--- src/rtl/gcb_pkg.sv ---
// ----------------------------------------------------------------------------
// gcb_pkg: shared types, constants and helpers of the glyph coverage blender
// Register map, pipeline control struct, nibble weight and divide-by-63.
// ----------------------------------------------------------------------------
package gcb_pkg;

  localparam int unsigned AddrW   = 4;
  localparam int unsigned DataW   = 32;
  localparam int unsigned ColorW  = 16;
  localparam int unsigned WeightW = 6;
  localparam int unsigned SumW    = 12;

  localparam logic [1:0] RegFgColor = 2'd0;
  localparam logic [1:0] RegBgColor = 2'd1;
  localparam logic [1:0] RegOpaque  = 2'd2;

  localparam logic [WeightW-1:0] WeightMax = 6'd63;
  localparam logic [3:0]         NibbleBg  = 4'hF;

  localparam logic [ColorW-1:0] FgReset = 16'hFFFF;
  localparam logic [ColorW-1:0] BgReset = 16'h0000;

  // per-stage load enables handed to the pixel lanes
  typedef struct packed {
    logic en2;
    logic en3;
  } pipe_en_t;

  // zero stays zero, otherwise (n+1)*4-1 = 4n+3
  function automatic logic [WeightW-1:0] nibble_weight(input logic [3:0] n);
    logic [WeightW-1:0] w;
    w = (n == 4'd0) ? '0 : {n, 2'b11};
    return w;
  endfunction

  // x / 63 for x < 4032: x = 64*q0 + lo gives x - 63*q0 = lo + q0 < 126,
  // so one compare-and-correct finishes the quotient
  function automatic logic [WeightW-1:0] div63(input logic [SumW-1:0] x);
    logic [WeightW-1:0] q0;
    logic [WeightW:0]   rem;
    logic [WeightW-1:0] q;
    q0  = x[SumW-1:WeightW];
    rem = {1'b0, x[WeightW-1:0]} + {1'b0, q0};
    q   = (rem >= {1'b0, WeightMax}) ? q0 + 6'd1 : q0;
    return q;
  endfunction

endpackage

--- src/rtl/gcb_pixel.sv ---
// ----------------------------------------------------------------------------
// gcb_pixel: one pixel lane of the blender
// Stage 2 forms the weighted channel sums, stage 3 divides by 63 and packs.
// ----------------------------------------------------------------------------
module gcb_pixel (
  input  logic                                clk_i,
  input  gcb_pkg::pipe_en_t                   en_i,
  input  logic [gcb_pkg::WeightW-1:0]         weight_i,
  input  logic [gcb_pkg::ColorW-1:0]          fg_i,
  input  logic [gcb_pkg::ColorW-1:0]          bg_i,
  output logic [gcb_pkg::ColorW-1:0]          pixel_o
);

  logic [gcb_pkg::WeightW-1:0] inv_w;
  logic [gcb_pkg::SumW-1:0]    sum_r_d, sum_g_d, sum_b_d;
  logic [gcb_pkg::SumW-1:0]    sum_r_q, sum_g_q, sum_b_q;
  logic [gcb_pkg::WeightW-1:0] q_r, q_g, q_b;
  logic [gcb_pkg::ColorW-1:0]  pixel_d, pixel_q;

  assign inv_w = gcb_pkg::WeightMax - weight_i;

  always_comb begin
    sum_r_d = {6'd0, 1'b0, fg_i[15:11]} * {6'd0, inv_w}
            + {6'd0, 1'b0, bg_i[15:11]} * {6'd0, weight_i};
    sum_g_d = {6'd0, fg_i[10:5]} * {6'd0, inv_w}
            + {6'd0, bg_i[10:5]} * {6'd0, weight_i};
    sum_b_d = {6'd0, 1'b0, fg_i[4:0]} * {6'd0, inv_w}
            + {6'd0, 1'b0, bg_i[4:0]} * {6'd0, weight_i};
  end

  always_ff @(posedge clk_i) begin
    if (en_i.en2) begin
      sum_r_q <= sum_r_d;
      sum_g_q <= sum_g_d;
      sum_b_q <= sum_b_d;
    end
  end

  always_comb begin
    q_r     = gcb_pkg::div63(sum_r_q);
    q_g     = gcb_pkg::div63(sum_g_q);
    q_b     = gcb_pkg::div63(sum_b_q);
    pixel_d = {q_r[4:0], q_g, q_b[4:0]};
  end

  always_ff @(posedge clk_i) begin
    if (en_i.en3) begin
      pixel_q <= pixel_d;
    end
  end

  assign pixel_o = pixel_q;

endmodule

--- src/rtl/glyph_coverage_blend_core.sv ---
// ----------------------------------------------------------------------------
// glyph_coverage_blend_core: 4bpp glyph byte to two RGB565 pixels
// Blends foreground and background colors by nibble coverage.
// ----------------------------------------------------------------------------
// Usage:
//   Input stream: one glyph byte per transfer, high nibble is the first pixel.
//   Output stream: one transfer per input byte carrying both blended pixels
//   in tdata and their write enables in tuser.
//   Colors and the opaque flag sit on an APB port (fg at 0x0, bg at 0x4,
//   opaque at 0x8); write them only while the pipeline is empty.
//   Stages: weight lookup, multiply-accumulate per channel, and divide-by-63
//   into the output register, whose valid flag drives m_axis_tvalid.
//   Throughput is one byte per cycle while the receiver takes every output;
//   each stage register takes a new item whenever it is empty or the stage
//   after it moves. When the receiver stalls, the output holds and the stages
//   behind it fill up; s_axis_tready drops only once all three stages hold an item.
//   Reset empties the pipeline and loads fg=0xFFFF, bg=0x0000, opaque=1.
// ----------------------------------------------------------------------------
module glyph_coverage_blend_core (
  input  logic                        clk_i,
  input  logic                        rst_ni,
  // APB configuration
  input  logic                        psel,
  input  logic                        penable,
  input  logic                        pwrite,
  input  logic [gcb_pkg::AddrW-1:0]   paddr,
  input  logic [gcb_pkg::DataW-1:0]   pwdata,
  output logic [gcb_pkg::DataW-1:0]   prdata,
  output logic                        pready,
  // input stream
  input  logic                        s_axis_tvalid,
  output logic                        s_axis_tready,
  input  logic [7:0]                  s_axis_tdata,  // [7:0] coverage_pair
  // output stream
  output logic                        m_axis_tvalid,
  input  logic                        m_axis_tready,
  output logic [31:0]                 m_axis_tdata,  // [15:0] pixel_first, [31:16] pixel_second
  output logic [1:0]                  m_axis_tuser   // [0] write_first, [1] write_second
);

  // configuration registers
  logic [gcb_pkg::ColorW-1:0] fg_q, fg_d;
  logic [gcb_pkg::ColorW-1:0] bg_q, bg_d;
  logic                       opaque_q, opaque_d;
  logic                       cfg_wr;
  logic [1:0]                 cfg_idx;

  assign pready  = 1'b1;
  assign cfg_wr  = psel & penable & pwrite & pready;
  assign cfg_idx = paddr[3:2];

  always_comb begin
    fg_d     = fg_q;
    bg_d     = bg_q;
    opaque_d = opaque_q;
    if (cfg_wr) begin
      case (cfg_idx)
        gcb_pkg::RegFgColor: fg_d     = pwdata[gcb_pkg::ColorW-1:0];
        gcb_pkg::RegBgColor: bg_d     = pwdata[gcb_pkg::ColorW-1:0];
        gcb_pkg::RegOpaque:  opaque_d = pwdata[0];
        default: ;
      endcase
    end
  end

  always_comb begin
    case (cfg_idx)
      gcb_pkg::RegFgColor: prdata = {16'd0, fg_q};
      gcb_pkg::RegBgColor: prdata = {16'd0, bg_q};
      gcb_pkg::RegOpaque:  prdata = {31'd0, opaque_q};
      default:             prdata = '0;
    endcase
  end

  always_ff @(posedge clk_i or negedge rst_ni) begin
    if (!rst_ni) begin
      fg_q     <= gcb_pkg::FgReset;
      bg_q     <= gcb_pkg::BgReset;
      opaque_q <= 1'b1;
    end else begin
      fg_q     <= fg_d;
      bg_q     <= bg_d;
      opaque_q <= opaque_d;
    end
  end

  // pipeline control: a stage loads when empty or when its successor moves
  logic v1_q, v2_q, v3_q;
  logic v1_d, v2_d, v3_d;
  logic rdy1, rdy2, rdy3;
  gcb_pkg::pipe_en_t pen;

  assign rdy3 = !v3_q || m_axis_tready;
  assign rdy2 = !v2_q || rdy3;
  assign rdy1 = !v1_q || rdy2;

  assign s_axis_tready = rdy1;
  assign pen.en2       = rdy2;
  assign pen.en3       = rdy3;

  assign v1_d = rdy1 ? s_axis_tvalid : v1_q;
  assign v2_d = rdy2 ? v1_q : v2_q;
  assign v3_d = rdy3 ? v2_q : v3_q;

  always_ff @(posedge clk_i or negedge rst_ni) begin
    if (!rst_ni) begin
      v1_q <= 1'b0;
      v2_q <= 1'b0;
      v3_q <= 1'b0;
    end else begin
      v1_q <= v1_d;
      v2_q <= v2_d;
      v3_q <= v3_d;
    end
  end

  // stage 1: weights and write enables
  logic [3:0]                  nib_hi, nib_lo;
  logic [gcb_pkg::WeightW-1:0] w_hi_q, w_lo_q;
  logic [1:0]                  wr1_d, wr1_q, wr2_q, wr3_q;

  assign nib_hi = s_axis_tdata[7:4];
  assign nib_lo = s_axis_tdata[3:0];
  assign wr1_d  = {opaque_q || (nib_lo != gcb_pkg::NibbleBg),
                   opaque_q || (nib_hi != gcb_pkg::NibbleBg)};

  always_ff @(posedge clk_i) begin
    if (rdy1) begin
      w_hi_q <= gcb_pkg::nibble_weight(nib_hi);
      w_lo_q <= gcb_pkg::nibble_weight(nib_lo);
      wr1_q  <= wr1_d;
    end
    if (rdy2) begin
      wr2_q <= wr1_q;
    end
    if (rdy3) begin
      wr3_q <= wr2_q;
    end
  end

  // stages 2 and 3: blend lanes
  logic [gcb_pkg::ColorW-1:0] pix_first, pix_second;

  gcb_pixel u_pix_first (
    .clk_i    (clk_i),
    .en_i     (pen),
    .weight_i (w_hi_q),
    .fg_i     (fg_q),
    .bg_i     (bg_q),
    .pixel_o  (pix_first)
  );

  gcb_pixel u_pix_second (
    .clk_i    (clk_i),
    .en_i     (pen),
    .weight_i (w_lo_q),
    .fg_i     (fg_q),
    .bg_i     (bg_q),
    .pixel_o  (pix_second)
  );

  assign m_axis_tvalid = v3_q;
  assign m_axis_tdata  = {pix_second, pix_first};
  assign m_axis_tuser  = wr3_q;

  // assertions
  a_full_when_blocked: assert property (@(posedge clk_i) disable iff (!rst_ni)
    !s_axis_tready |-> (v1_q && v2_q && v3_q))
    else $error("input blocked while a stage is empty");

  a_stage1_advances: assert property (@(posedge clk_i) disable iff (!rst_ni)
    (v1_q && rdy2) |=> v2_q)
    else $error("item lost between stage 1 and stage 2");

  a_stage2_advances: assert property (@(posedge clk_i) disable iff (!rst_ni)
    (v2_q && rdy3) |=> v3_q)
    else $error("item lost between stage 2 and the output");

endmodule
--- config.mk ---
export PLATFORM = sky130hd
export DESIGN_NAME = glyph_coverage_blend_core
export DESIGN_NICKNAME = d
export VERILOG_FILES = /design/src/rtl/gcb_pkg.sv /design/src/rtl/gcb_pixel.sv /design/src/rtl/glyph_coverage_blend_core.sv
export SDC_FILE = /design/constraint.sdc
export NUM_CORES = 1
export LEC_CHECK = 0
export ABC_AREA = 1
export BUFFER_PORTS_ARGS = -buffer_cell sky130_fd_sc_hd__clkbuf_2
export CAP_MARGIN = 0
export CORE_ASPECT_RATIO = 0.9
export CORE_MARGIN = 4
export CORE_UTILIZATION = 50
export CTS_CLUSTER_DIAMETER = 120
export DETAILED_ROUTE_END_ITERATION = 10
export PLACE_DENSITY = 0.71
export SETUP_SLACK_MARGIN = 0.15
export SLEW_MARGIN = 10
export SYNTH_ARGS = -nofsm -noshare
export SYNTH_HDL_FRONTEND = slang
export SYNTH_SLANG_ARGS = --single-unit
--- constraint.sdc ---
create_clock -name clk_i -period 8.7 [get_ports clk_i]
set_input_delay 1.305 -clock clk_i [delete_from_list [all_inputs] [get_ports clk_i]]
set_output_delay 1.305 -clock clk_i [all_outputs]
set_load 0.02 [all_outputs]
==> flow_metrics.py <==
metrics = {
    "status": {
        "outcome": "finished, final reports clean",
    },
    "floorplanning": {
        "rows": 70,
        "core_mm2": 0.04055,
        "initial_core_util_pct": 50.46,
        "die_h_um": 199.9,
        "pin_count": 120,
        "die_w_um": 221.2,
        "dieArea_mm2": 0.04423,
    },
    "setup_path": {
        "crit_arrival_ns": 5.37,
        "cp-startpoint": "fg_q[13]$_DFFE_PN1P_",
        "rr_startpoint": "fg_q[13]$_DFFE_PN1P_",
        "ff2ff_setup_slack_ns": 3.54,
        "r2r-end": "u_pix_second.sum_r_q[10]$_DFFE_PP_",
        "cp-endpoint": "u_pix_second.sum_r_q[10]$_DFFE_PP_",
        "start_kind": "flip-flop",
        "end_kind": "flip-flop",
        "crit_fanout": 8,
        "r2r_cells": 18,
        "critPathRequiredTime_ns": 8.91,
        "worstSetupPathType": "reg2reg",
    },
    "power": {
        "cellPowerDensity_mw_per_mm2": 396.6,
        "ir_worst_vdd_v": 0.0002708,
        "p_leak_nw": 12.51,
    },
    "clocking": {
        "cts_tree": "built",
        "ctsHoldBuffers": 0,
        "cts_buffers": 17,
        "root_buffer": "clkbuf_16",
        "h-tree-depth": 4,
        "cts_resized": 0,
        "clk_pin_slew_ns": 0.07,
        "cts_max_path_buffers": 2,
        "numClockSinks": 156,
        "insertion_delay_ns": 0.46,
        "cts_setup_buffers": 0,
    },
    "synthesis": {
        "synth_edf_count": 120,
        "ys_seq_elements": 156,
        "avgSynthCellArea_um2": 8.379,
        "synth_area_leaders": "fa_1 (25%), edfxtp_1 (18%), ha_1 (15%)",
        "synth-main-ff-cell": "edfxtp_1",
        "synth_area_leader_cell": "fa_1",
        "ys_warn_count": 0,
        "ys_types": 43,
        "synth_seq_area_share_pct": 22.12,
        "yosysTopAreaCellShare_pct": 24.85,
        "synth_cells": 2442,
        "synth_area_mm2": 0.02046,
        "async_flop_share_pct": 23.08,
    },
    "timing": {
        "slew_headroom_pct": 37.83,
        "setup_ws_ns": 3.545,
        "hold_violations": 0,
        "worst_pin_slew_ns": 0.9303,
        "timing.final.crit_share_pct": 59.25,
        "fmax_mhz": 194.0,
        "period_minus_slack_ns": 5.155,
        "setup_tns_ns": 0,
        "slew_viol_final": 0,
        "setup_viol": 0,
        "timing.hold.ws_ns": 0.4265,
        "skew_ns": 0.01631,
        "rsz0062_at_grt": "false",
    },
    "flow_run": {
        "drv.max_cap_violation_count": 0,
    },
    "min_path": {
        "hold_path.class": "reg2reg",
    },
    "detailed_routing": {
        "via_per_inst": 4.998,
        "route.detailed.drc": 0,
        "drtPass1Iterations": 5,
        "num_vias": 15200,
        "final_antenna_net_count": 0,
        "wl_mm": 43.71,
        "wl_per_cell_um": 14.37,
        "drt_iter0_markers": 930,
    },
    "global_routing": {
        "grt_pass1_vias": 15780,
        "grt_start_max_net_pins": 40,
        "grt_overflow": 0,
        "antenna_found_initial": 0,
        "grt_usage_pct": 20.79,
        "grt_pass1_wl_mm": 75.67,
    },
    "place": {
        "place_ws_ns": 3.538,
        "place_inst": 3009,
        "dp_hpwl_mm": 35.53,
        "gp_congestion": 0.9209,
        "placed_area_mm2": 0.02132,
        "io_buffers": 84,
    },
    "layout": {
        "diodes": 0,
        "layout_commonest_cell": "inv_1",
        "area_growth_syn_to_layout_pct": 7.099,
        "mostFrequentLayoutCells": "inv_1 (581), nand2_1 (559), fa_1 (254), ha_1 (248), nand3_1 (134)",
        "design_area_mm2": 0.02191,
        "nNetsFinal": 3041,
        "layout-drive-gt1-share_pct": 7.117,
        "instances_no_fill": 3041,
        "fillers": 3672,
    },
}
-- logic make-up (layout without fill, tap and decap cells) --
logic type                 Yosys count  count (layout)  share of synthesized area [%]
DFF                                156             156                          22.12
buffers and inverters              687             725                          12.96
xor gates and xnor gates            69              69                          2.953
adders and majority gates          502             502                          40.01
and+or+nand+nor                    875             875                          17.58
other                                2              23                        0.03670
AOI/OAI and AO/OA                  151             151                          4.335
-- worst max-delay path, stage by stage, from the launching register on --
cell and delay [ns]:
dfstp_2 0.62, inv_1 0.19, nor2_1 0.24, inv_1 0.09, fa_1 0.51, inv_1 0.05, fa_1 0.49, inv_1 0.05
fa_1 0.46, fa_1 0.55, inv_1 0.06, fa_1 0.48, ha_1 0.39, a21oi_1 0.23, nor2_1 0.06, o21ai_0 0.23
nand3_1 0.11, nand2_1 0.06, nand2_1 0.04
-- how the worst min path moves through the flow --
stage	startpoint	cells past startpoint	slack, ns	to
floorplan	wr2_q[0]$_DFFE_PP_	0	0.40	m_axis_tuser[0]$_DFFE_PP_
global placement	wr1_q[1]$_DFFE_PP_	0	0.41	wr2_q[1]$_DFFE_PP_
detailed placement	wr1_q[1]$_DFFE_PP_	0	0.41	wr2_q[1]$_DFFE_PP_
CTS	wr1_q[1]$_DFFE_PP_	0	0.42	wr2_q[1]$_DFFE_PP_
global route	wr2_q[0]$_DFFE_PP_	0	0.43	m_axis_tuser[0]$_DFFE_PP_
finish	wr1_q[1]$_DFFE_PP_	0	0.43	wr2_q[1]$_DFFE_PP_
-- cell usage after synthesis, types with 9 or more instances --
cell / number
fa_1: 254
o21bai_1: 9
nand4_1: 18
inv_1: 582
dfstp_2: 17
nand2_1: 560
o21ai_0: 61
a21oi_1: 41
o21ai_1: 9
buf_4: 17
nor2_1: 129
dfrtp_1: 19
a31oi_1: 9
ha_1: 248
nand3_1: 134
xor2_1: 49
clkinv_1: 9
xnor2_1: 20
edfxtp_1: 120
clkbuf_1: 65
-- stage by stage --
| step | util [%] | power [mW] |
|---|---|---|
| finish | 54.04 | 8.691 |
| global route | 54.04 | 9.845 |
| CTS | 54.04 | 8.754 |
| detailed placement | 52.57 | 7.897 |
| global placement | 52.57 | 7.726 |
| floorplan | - | 6.507 |
-- layer usage --
layer | share of wire, % | global-route usage [%] | wire [um]
met1 | 45 | 27.84 | 19700
met2 | 47 | 35.32 | 20470
met3 | 6.0 | 3.963 | 2635
met4 | 2.1 | 5.523 | 909
met5 | 0 | 0 | 0
-- layout make-up --
cell class	instances	area [um2]	area share, %
multi-input cells	1620	13370	60.99
flip-flops and latches	156	4526	20.65
inverters	597	2241	10.23
well taps	540	675.6	3.083
repair buffers	96	510.5	2.329
clock buffers	21	460.4	2.101
clock inverters	11	136.4	0.6223
-- sequential cells by signal, indices dropped and copies added, names as in the netlist, 2 cells and up --
register,cells
bg_q,16
fg_q,16
m_axis_tuser,2
u_pix_first.pixel_o,16
u_pix_first.sum_b_q,12
u_pix_first.sum_g_q,12
u_pix_first.sum_r_q,12
u_pix_second.pixel_o,16
u_pix_second.sum_b_q,12
u_pix_second.sum_g_q,12
u_pix_second.sum_r_q,12
w_hi_q,5
w_lo_q,5
wr1_q,2
wr2_q,2
-- where the power goes --
part	switching (mW)	total, mW	internal (mW)
clock network	0.325	0.767	0.442
registers	0.284	1.69	1.41
logic	3.81	6.23	2.42
Note: power is estimated with default switching activity, not from simulation.
